===== src/rtl/core/sdte_pkg.sv =====
// ----------------------------------------------------------------------------
// sdte_pkg
// Shared widths, character codes, types and the shift-add-3 step used by the
// signed decimal text emitter.
// ----------------------------------------------------------------------------
package sdte_pkg;

   localparam int VALUE_W         = 64;
   localparam int DIGITS          = 20;
   localparam int BCD_W           = 4 * DIGITS;
   localparam int CHAR_W          = 6;
   localparam int POS_W           = 5;
   localparam int STEPS_PER_STAGE = 8;
   localparam int DD_STAGES       = VALUE_W / STEPS_PER_STAGE;
   localparam int DD_W            = BCD_W + VALUE_W;

   localparam logic [CHAR_W-1:0] CH_MINUS = 6'd45;
   localparam logic [CHAR_W-1:0] CH_ZERO  = 6'd48;
   localparam logic [3:0]        DIG_FIVE = 4'd5;
   localparam logic [3:0]        DIG_ADJ  = 4'd3;

   // converted number handed from the pipeline to the character emitter
   typedef struct packed {
      logic [BCD_W-1:0] bcd;
      logic [POS_W-1:0] top;
      logic             neg;
   } digits_type;

   // one double-dabble step: adjust every digit of five or more, then shift
   function automatic logic [DD_W-1:0] dd_step(input logic [DD_W-1:0] s);
      logic [DD_W-1:0] t;
      t = s;
      for (int d = 0; d < DIGITS; d++) begin
         if (t[VALUE_W + 4*d +: 4] >= DIG_FIVE) begin
            t[VALUE_W + 4*d +: 4] = t[VALUE_W + 4*d +: 4] + DIG_ADJ;
         end
      end
      return {t[DD_W-2:0], 1'b0};
   endfunction

endpackage


===== src/rtl/core/sdte_req_if.sv =====
// ----------------------------------------------------------------------------
// sdte_req_if
// Input channel: one signed integer per transfer.
// ----------------------------------------------------------------------------
interface sdte_req_if;
   logic               valid;
   logic               ready;
   logic signed [63:0] value;

   modport source (output valid, output value, input ready);
   modport sink   (input valid, input value, output ready);
endinterface


===== src/rtl/core/sdte_rsp_if.sv =====
// ----------------------------------------------------------------------------
// sdte_rsp_if
// Result channel: one ASCII character per transfer, last marks end of number.
// ----------------------------------------------------------------------------
interface sdte_rsp_if;
   logic       valid;
   logic       ready;
   logic [5:0] char_code;
   logic       last;

   modport source (output valid, output char_code, output last, input ready);
   modport sink   (input valid, input char_code, input last, output ready);
endinterface


===== src/rtl/core/sdte_conv.sv =====
// ----------------------------------------------------------------------------
// sdte_conv
// Pipelined binary to BCD conversion: magnitude stage, eight double-dabble
// stages of eight bits each, and a leading-digit search stage.
// ----------------------------------------------------------------------------
module sdte_conv (
   input  logic                  clock,
   input  logic                  reset,
   input  logic                  advance,
   input  logic                  in_valid,
   input  logic [63:0]           in_value,
   output logic                  out_valid,
   output sdte_pkg::digits_type  out_digits
);
   import sdte_pkg::*;

   logic [DD_W-1:0]      dd_ff  [DD_STAGES+1];
   logic                 neg_ff [DD_STAGES+1];
   logic                 v_ff   [DD_STAGES+1];
   logic [DD_W-1:0]      dd_in  [DD_STAGES+1];
   logic                 neg_last;
   logic [POS_W-1:0]     top_in;
   digits_type           fin_ff;
   logic                 fin_v_ff;
   logic                 neg_in;
   logic [VALUE_W-1:0]   mag_in;

   // magnitude of the signed input
   always_comb begin
      neg_in = in_value[VALUE_W-1];
      mag_in = neg_in ? (~in_value + 64'd1) : in_value;
   end

   // stage zero input, then eight shift-add-3 steps per stage
   always_comb begin
      dd_in[0] = {{BCD_W{1'b0}}, mag_in};
      for (int k = 1; k <= DD_STAGES; k++) begin
         dd_in[k] = dd_ff[k-1];
         for (int j = 0; j < STEPS_PER_STAGE; j++) begin
            dd_in[k] = dd_step(dd_in[k]);
         end
      end
   end

   // highest nonzero digit, zero when the number is zero
   always_comb begin
      top_in = '0;
      for (int d = 0; d < DIGITS; d++) begin
         if (dd_ff[DD_STAGES][VALUE_W + 4*d +: 4] != 4'd0) begin
            top_in = POS_W'(d);
         end
      end
      neg_last = neg_ff[DD_STAGES];
   end

   // stage registers, all move together on advance
   always_ff @(posedge clock) begin
      if (reset) begin
         for (int k = 0; k <= DD_STAGES; k++) begin
            v_ff[k] <= 1'b0;
         end
         fin_v_ff <= 1'b0;
      end else if (advance) begin
         v_ff[0] <= in_valid;
         for (int k = 1; k <= DD_STAGES; k++) begin
            v_ff[k] <= v_ff[k-1];
         end
         fin_v_ff <= v_ff[DD_STAGES];
      end
   end

   always_ff @(posedge clock) begin
      if (advance) begin
         dd_ff[0]  <= dd_in[0];
         neg_ff[0] <= neg_in;
         for (int k = 1; k <= DD_STAGES; k++) begin
            dd_ff[k]  <= dd_in[k];
            neg_ff[k] <= neg_ff[k-1];
         end
         fin_ff.bcd <= dd_ff[DD_STAGES][DD_W-1:VALUE_W];
         fin_ff.top <= top_in;
         fin_ff.neg <= neg_last;
      end
   end

   assign out_valid  = fin_v_ff;
   assign out_digits = fin_ff;

endmodule


===== src/rtl/core/signed_decimal_text_emitter_unit.sv =====
// ----------------------------------------------------------------------------
// signed_decimal_text_emitter_unit
// Renders signed 64-bit integers as decimal ASCII text, one character per
// result transfer, most significant digit first.
// ----------------------------------------------------------------------------
// Usage:
//   req_chan carries one signed integer per transfer. rsp_chan returns its
//   text: a '-' for negative values, then the digits with leading zeros
//   suppressed (zero gives a single '0'); last is set on the final character.
//   The first character of a number passes the magnitude stage, eight
//   conversion stages, digit search, the emitter's load registers, then
//   the emitter's output register.
//   Throughput: one character per cycle while the receiver is ready, set by
//   the output register of the emitter. A number of n characters (1 to 20)
//   occupies the emitter until its last character is issued; the conversion
//   pipeline takes a new number every cycle while the emitter keeps up, and
//   the next number is loaded in the cycle its predecessor's last character is issued.
//   Reset clears all valid bits and the emitter; no clearing pass is needed.
//   When the receiver stalls, the held character stays and the emitter waits;
//   once a converted number waits on it, the whole pipeline freezes together and req_chan.ready drops.
// ----------------------------------------------------------------------------
module signed_decimal_text_emitter_unit (
   input  logic      clock,
   input  logic      reset,
   sdte_req_if.sink  req_chan,
   sdte_rsp_if.source rsp_chan
);
   import sdte_pkg::*;

   logic             conv_valid;
   digits_type       conv_digits;
   logic             advance;
   logic             take;
   logic             emit;
   logic             finishing;
   logic             out_free;

   logic             busy_ff,   busy_in;
   logic             neg_ff,    neg_in;
   logic [POS_W-1:0] pos_ff,    pos_in;
   logic [BCD_W-1:0] bcd_ff,    bcd_in;
   logic             rvalid_ff, rvalid_in;
   logic [CHAR_W-1:0] char_ff,  char_in;
   logic             last_ff,   last_in;

   sdte_conv u_conv (
      .clock      (clock),
      .reset      (reset),
      .advance    (advance),
      .in_valid   (req_chan.valid),
      .in_value   (req_chan.value),
      .out_valid  (conv_valid),
      .out_digits (conv_digits)
   );

   // emitter control
   always_comb begin
      out_free  = !rvalid_ff || rsp_chan.ready;
      emit      = busy_ff && out_free;
      finishing = !neg_ff && (pos_ff == '0);
      take      = conv_valid && (!busy_ff || (emit && finishing));
      advance   = !conv_valid || take;

      busy_in = busy_ff;
      neg_in  = neg_ff;
      pos_in  = pos_ff;
      bcd_in  = bcd_ff;
      if (take) begin
         busy_in = 1'b1;
         neg_in  = conv_digits.neg;
         pos_in  = conv_digits.top;
         bcd_in  = conv_digits.bcd;
      end else if (emit && finishing) begin
         busy_in = 1'b0;
      end else if (emit) begin
         if (neg_ff) begin
            neg_in = 1'b0;
         end else begin
            pos_in = pos_ff - 1'b1;
         end
      end

      rvalid_in = rvalid_ff;
      char_in   = char_ff;
      last_in   = last_ff;
      if (emit) begin
         rvalid_in = 1'b1;
         char_in   = neg_ff ? CH_MINUS : (CH_ZERO + {2'b00, bcd_ff[4*pos_ff +: 4]});
         last_in   = finishing;
      end else if (rsp_chan.ready) begin
         rvalid_in = 1'b0;
      end
   end

   // control registers
   always_ff @(posedge clock) begin
      if (reset) begin
         busy_ff   <= 1'b0;
         rvalid_ff <= 1'b0;
      end else begin
         busy_ff   <= busy_in;
         rvalid_ff <= rvalid_in;
      end
   end

   // payload registers
   always_ff @(posedge clock) begin
      neg_ff  <= neg_in;
      pos_ff  <= pos_in;
      bcd_ff  <= bcd_in;
      char_ff <= char_in;
      last_ff <= last_in;
   end

   assign req_chan.ready     = advance;
   assign rsp_chan.valid     = rvalid_ff;
   assign rsp_chan.char_code = char_ff;
   assign rsp_chan.last      = last_ff;

   // a minus sign never ends a run
   a_minus_not_last: assert property (@(posedge clock) disable iff (reset)
      rvalid_ff && (char_ff == CH_MINUS) |-> !last_ff)
      else $error("minus sign marked last");

   // only sign or digit codes leave the block
   a_char_range: assert property (@(posedge clock) disable iff (reset)
      rvalid_ff |-> (char_ff == CH_MINUS) ||
                    ((char_ff >= CH_ZERO) && (char_ff <= CH_ZERO + 6'd9)))
      else $error("bad character code");

   // a new number is loaded only once the current one issues its last char
   a_load_when_done: assert property (@(posedge clock) disable iff (reset)
      take && busy_ff |-> emit && finishing)
      else $error("emitter overwritten mid run");

   // the pipeline never moves while its output waits on the emitter
   a_hold_pipe: assert property (@(posedge clock) disable iff (reset)
      conv_valid && !take |=> conv_valid && $stable(conv_digits))
      else $error("converted number lost");

endmodule

===== src/flat_wrapper.sv =====
// flat-port wrapper written by rule: the top's interface ports become plain ports
module signed_decimal_text_emitter_unit_flat import sdte_pkg::*;
  (clock, reset, req_chan_valid, req_chan_value, req_chan_ready, rsp_chan_valid, rsp_chan_char_code, rsp_chan_last, rsp_chan_ready);
  sdte_req_if req_chan_i ();
  sdte_rsp_if rsp_chan_i ();
  input  logic clock;
  input  logic reset;
  input wire logic [$bits(req_chan_i.valid)-1:0] req_chan_valid;
  input wire logic [$bits(req_chan_i.value)-1:0] req_chan_value;
  output wire logic [$bits(req_chan_i.ready)-1:0] req_chan_ready;
  output wire logic [$bits(rsp_chan_i.valid)-1:0] rsp_chan_valid;
  output wire logic [$bits(rsp_chan_i.char_code)-1:0] rsp_chan_char_code;
  output wire logic [$bits(rsp_chan_i.last)-1:0] rsp_chan_last;
  input wire logic [$bits(rsp_chan_i.ready)-1:0] rsp_chan_ready;
  assign req_chan_i.valid = req_chan_valid;
  assign req_chan_i.value = req_chan_value;
  assign req_chan_ready = req_chan_i.ready;
  assign rsp_chan_valid = rsp_chan_i.valid;
  assign rsp_chan_char_code = rsp_chan_i.char_code;
  assign rsp_chan_last = rsp_chan_i.last;
  assign rsp_chan_i.ready = rsp_chan_ready;
  signed_decimal_text_emitter_unit u_core (.clock(clock), .reset(reset), .req_chan(req_chan_i), .rsp_chan(rsp_chan_i));
endmodule

===== config.mk =====
export PLATFORM = sky130hd
export DESIGN_NAME = signed_decimal_text_emitter_unit_flat
export DESIGN_NICKNAME = d
export VERILOG_FILES = /design/src/rtl/core/sdte_pkg.sv /design/src/rtl/core/sdte_req_if.sv /design/src/rtl/core/sdte_rsp_if.sv /design/src/rtl/core/sdte_conv.sv /design/src/rtl/core/signed_decimal_text_emitter_unit.sv /design/src/flat_wrapper.sv
export SDC_FILE = /design/constraint.sdc
export NUM_CORES = 2
export LEC_CHECK = 0
export BUFFER_PORTS_ARGS = -buffer_cell sky130_fd_sc_hd__buf_2
export CAP_MARGIN = 20
export CORE_ASPECT_RATIO = 2
export CORE_MARGIN = 2
export CORE_UTILIZATION = 67
export DETAILED_ROUTE_END_ITERATION = 16
export GPL_TIMING_DRIVEN = 0
export PLACE_DENSITY_LB_ADDON = 0.05
export SLEW_MARGIN = 5
export SYNTH_ARGS = -nofsm -noshare
export SYNTH_HDL_FRONTEND = slang
export SYNTH_SLANG_ARGS = --single-unit
export TNS_END_PERCENT = 100

===== constraint.sdc =====
create_clock -name clock -period 70.1 [get_ports clock]
set_clock_uncertainty 0.05 [all_clocks]
set_input_delay 10.515 -clock clock [delete_from_list [all_inputs] [get_ports clock]]
set_output_delay 10.515 -clock clock [all_outputs]
set_load 0.03 [all_outputs]

## Word level (Yosys, flattened, before mapping)

Memories as Yosys holds them, arrays and structs flattened. A register that Yosys moved wholly into a read port is not among the register bits.
Cells that the tools add are included.

- Add/subtract/negate cells: 1283
- Magnitude comparators: 1280
- Equal/unequal tests: 2
- Shift operators: 1
- Mux-type cells: 1325
- Bitwise operators: 10
- Reduce and logical (&&, ||, !) cells: 38

Operators with widths:

| cell | number |
|---|---|
| $ge 4x3->1 const B | 1280 |
| $add 4x2->4 const B | 1216 |
| $mux 4 | 1216 |
| $add 3x2->3 const B | 64 |
| $mux 3 | 64 |
| $mux 5 | 18 |
| $shiftx 80x8->4 | 1 |
| $reduce_bool 4->1 | 19 |
| $add 64x1->64 const B | 1 |
| $mux 64 | 1 |
| $not 64->64 | 1 |
| $mux 1 | 24 |
| $or 1x1->1 | 9 |
| $add 5x5->6 const A | 1 |
| $reduce_bool 2->1 | 3 |
| $logic_not 5->1 | 1 |
| $sub 5x1->5 const B | 1 |
| $logic_and 1x1->1 | 4 |
| $logic_not 1->1 | 4 |
| $mux 2 | 2 |
| $ne 2x1->1 const B | 2 |
| $reduce_or 4->1 | 1 |
| $logic_or 1x1->1 | 3 |
| $reduce_and 3->1 | 1 |
| 2 further kinds | 2 |

- Register bits after elaboration: 180
- Bits in writable memories: 1314
- Input port bits: 68
- Output and inout bits: 9
- Logic and storage cells: 3953
- Memories kept: 3

Memories:

| memory | words | width | read ports | clocked after memory_dff | write ports | line | text |
|---|---|---|---|---|---|---|---|
| u_core.u_conv.dd_ff | 9 | 144 | 9 | 0 | 9 | sdte_conv.sv:17 | `logic [DD_W-1:0] dd_ff [DD_STAGES+1];` |
| u_core.u_conv.neg_ff | 9 | 1 | 9 | 1 | 9 | sdte_conv.sv:18 | `logic neg_ff [DD_STAGES+1];` |
| u_core.u_conv.v_ff | 9 | 1 | 9 | 1 | 9 | sdte_conv.sv:19 | `logic v_ff [DD_STAGES+1];` |

## Logic depth before layout (Yosys ltp)

An unclocked memory read counts as a cell.

- Depth after elaboration: 20
- Mapped depth: 40

## Hierarchy

From an unflattened synthesis, not the netlist that was laid out.

- Cells, all modules: 12797
- Area total of the unflattened synthesis: 105422.4 um2

Modules (own cells, without submodules):

| module | instances | cells an instance | area an instance (um2) | sequential area each (um2) |
|---|---|---|---|---|
| sdte_conv | 1 | 12598 | 101631.2 | 23022.1 |
| signed_decimal_text_emitter_unit | 1 | 199 | 3791.1 | 2802.7 |

## Worst setup path after synthesis

Ideal clock, no wire load.

- Path type: input to output
- Start: in rsp_chan_ready
- End: out req_chan_ready
- Arrival time: 26744 ps
- Setup slack: 32791 ps
- Cell stages on the path: 3
- Cells stage by stage: nor2b_1 > o21a_1 > nand2_1

- Cells in the longest elaborated chain, start to end: 6

RTL lines:

| element | line | text |
|---|---|---|
| start, declared | flat_wrapper.sv:14 | `input wire logic [$bits(rsp_chan_i.ready)-1:0] rsp_chan_ready;` |
| $logic_or 1x1->1 | signed_decimal_text_emitter_unit.sv:58 | `out_free = !rvalid_ff \|\| rsp_chan.ready;` |
| $logic_and 1x1->1 | signed_decimal_text_emitter_unit.sv:59 | `emit = busy_ff && out_free;` |
| $logic_and 1x1->1 | signed_decimal_text_emitter_unit.sv:61 | `take = conv_valid && (!busy_ff \|\| (emit && finishing));` |
| $logic_or 1x1->1 | signed_decimal_text_emitter_unit.sv:61 |  |
| $logic_and 1x1->1 | signed_decimal_text_emitter_unit.sv:61 |  |
| $logic_or 1x1->1 | signed_decimal_text_emitter_unit.sv:62 | `advance = !conv_valid \|\| take;` |
| end, declared | flat_wrapper.sv:10 | `output wire logic [$bits(req_chan_i.ready)-1:0] req_chan_ready;` |

Every way passes these cells.

## Worst setup path after layout

Ends and elaborated chain as after synthesis.

==> results.cfg <==
[clocking]
clock-sinks = 861
cts_tree = done
cts_setup_buffers = 0
cts_resized = 0
root_buffer = clkbuf_16
cts_buffers = 84
clk_latency_ps = 740
cts_max_path_buffers = 3
ctsHoldBuffers = 0
clk_pin_slew_worst_paths_ps = 80
htreeDepth = 3

[yosys]
netlist_instances = 12818
yosysWarnings = 0
synthArstFlopShare_pct = 0
synth-seq-cells = 861
syn-num-nets = 13450
synth_edf_count = 858
synth_flop_cell = edfxtp_1
netlist_area_mm2 = 0.104
yosys.cell_types.count = 153
syn_area_per_cell_um2 = 8.13
yosysSeqAreaShare_pct = 24.8

[worst_setup_path]
cp.required_ps = 59540
path_class = in -> out
worstSetupStartpointType = input port
regToRegSetupSlack_ps = 61760
path_max_fanout = 57
cp-end-kind = output port
critPathArrivalTime_ps = 13000

[placed_design]
dp_hpwl_um = 201000
place_inst = 14971
port_buffers = 75
gp_congestion = 0.928

[layout]
final_common_cell = a21oi_1
final_core_util_pct = 71.6
mostFrequentLayoutCells = a21oi_1, nor2_1, nand2_1
instances_no_fill = 15138
fillers = 12096
drive_gt1_share_pct = 8.84
multi_input_area_mm2 = 0.0738
layout.area.seq_mm2 = 0.0258
area_delta_synth_final_pct = 6.05
final_nets = 13636

[sta]
max-slew-margin-rel_pct = 16.3
max_freq_mhz = 42.4
fin_crit_ps = 23560
setup_violations = 0
tns_ps = 0
tightest_slew_ps = 1260
rsz0062_at_grt = false
slew_viol_final = 0
period_share_pct = 33.6
hold_viol = 0

[outcome]
status = finished clean

[floorplan]
ioPinCount = 77
die_w_um = 283
die_y_um = 562
dieArea_mm2 = 0.159
initial_utilization_pct = 67.5
core_region_area_mm2 = 0.154
rows = 204

[min_path]
min_path_type = reg -> reg

[global_route]
antenna_found_initial = 5
grt_first_pass_wirelength_um = 435000
grt-ovfl-total = 0
grt_max_degree = 73
grt_pass1_vias = 97544
track_usage_pct = 31.8

[run]
drv_cap = 0

[routing]
drc_errors = 0
vias = 99972
wl_um = 261000
antenna_left = 0
wl_per_cell_um = 17.2
vias_per_cell = 6.60
dr.first_iter.drc_count = 5459
drt-pass1-iter-count = 8
-- routing by layer --
metal	share of wire (%)	vias to the layer above	track usage (%)
li1	-	49392	-
met5	0	-	0
met2	57	2272	65.3
met1	34	47503	28.4
met4	6.1	0	19.6
met3	3.1	805	3.63
-- worst max-delay path: stages --
cell	delay, ps
buf_2	80
nor2b_1	70
o21a_1	260
nand2_4	450
buf_16	320
buf_16	290
buf_16	280
buf_16	290
buf_2	260
-- synth_stat cells (all sizes together), types with 44 or more instances --
cell type	count	area, um^2
a211o	88	780
a211oi	251	1990
a21boi	95	743
a21o	196	1470
a21oi	1128	5900
a221oi	62	587
a22oi	81	623
a2bb2oi	58	527
a31o	64	561
a31oi	219	1450
and2	192	1210
and3	87	549
buf	91	484
clkbuf	219	823
edfxtp	858	25800
ha	564	7060
inv	872	3270
maj3	49	493
mux2	232	2620
mux2i	382	3870
nand2	953	3580
nand2b	249	1560
nand3	350	1760
nand4	55	344
nor2	1032	3900
nor2b	119	744
nor3	367	1880
nor3b	115	868
nor4	85	566
o211a	65	651
o211ai	282	2150
o21a	174	1310
o21ai	1026	5180
o21bai	108	811
o221ai	56	497
o22ai	151	990
o31ai	135	1120
o32ai	65	738
or2	167	1040
or3	124	786
or4	44	334
xnor2	488	4590
xor2	134	1230
-- layout make-up --
class	instances	area share (%)
plain buffers	310	1.18
inverters	881	3.00
clock buffers	92	1.93
clock inverters	63	0.641
diodes	5	0.0113
multi-input cells	10766	66.8
repair buffers	100	0.771
well taps	2060	2.33
flip-flops and latches	861	23.4
-- worst paths after layout --
check | end | depth (start not counted) | from
min | u_core.u_conv.dd_ff[0][1069] | 0 | u_core.u_conv.dd_ff[0][917]
max | req_chan_ready | 9 | rsp_chan_ready
max reg2reg | u_core.u_conv.dd_ff[0][507] | 27 | u_core.u_conv.dd_ff[0][352]
min reg2reg | u_core.u_conv.dd_ff[0][1069] | 0 | u_core.u_conv.dd_ff[0][917]
-- cell families (layout without fill, tap and decap cells) --
logic type / after synthesis / count (layout) / synth area share, %
AO/OA/AOI/OAI: 4856 / 4856 / 32.0
XOR/XNOR: 626 / 626 / 5.67
adder cells (fa/ha/maj): 613 / 613 / 7.24
buffers and inverters: 1191 / 1446 / 4.43
flip-flops: 861 / 861 / 24.8
multiplexers: 639 / 639 / 6.78
other: 1 / 6 / 0.00360
AND/OR/NAND/NOR: 4031 / 4031 / 19.1
-- registers in the layout, summed over array words and instances, names as in the netlist --
signal,cells
u_core.rsp_chan.char_code,5
u_core.busy_ff,1
u_core.u_conv.neg_ff,9
u_core.u_conv.out_digits,86
u_core.u_conv.dd_ff,662
u_core.rsp_chan.valid,1
u_core.neg_ff,1
u_core.rsp_chan.last,1
u_core.u_conv.out_valid,1
u_core.u_conv.v_ff,9
u_core.bcd_ff,80
u_core.pos_ff,5
-- per-stage QoR --
step | setup slack [ps] | hold slack (ps) | instance area [um^2]
2_1_floorplan | 32790 | 350 | 104000
3_3_place_gp | 24320 | 350 | 107000
3_5_place_dp | 46560 | 355 | 108000
4_1_cts | 46540 | 360 | 110000
5_1_grt | 46350 | 368 | 111000
6_report | 46540 | 357 | 111000
Power is not shown: default switching activity piles up to over one toggle a cycle in this logic, so the estimate is an artifact.
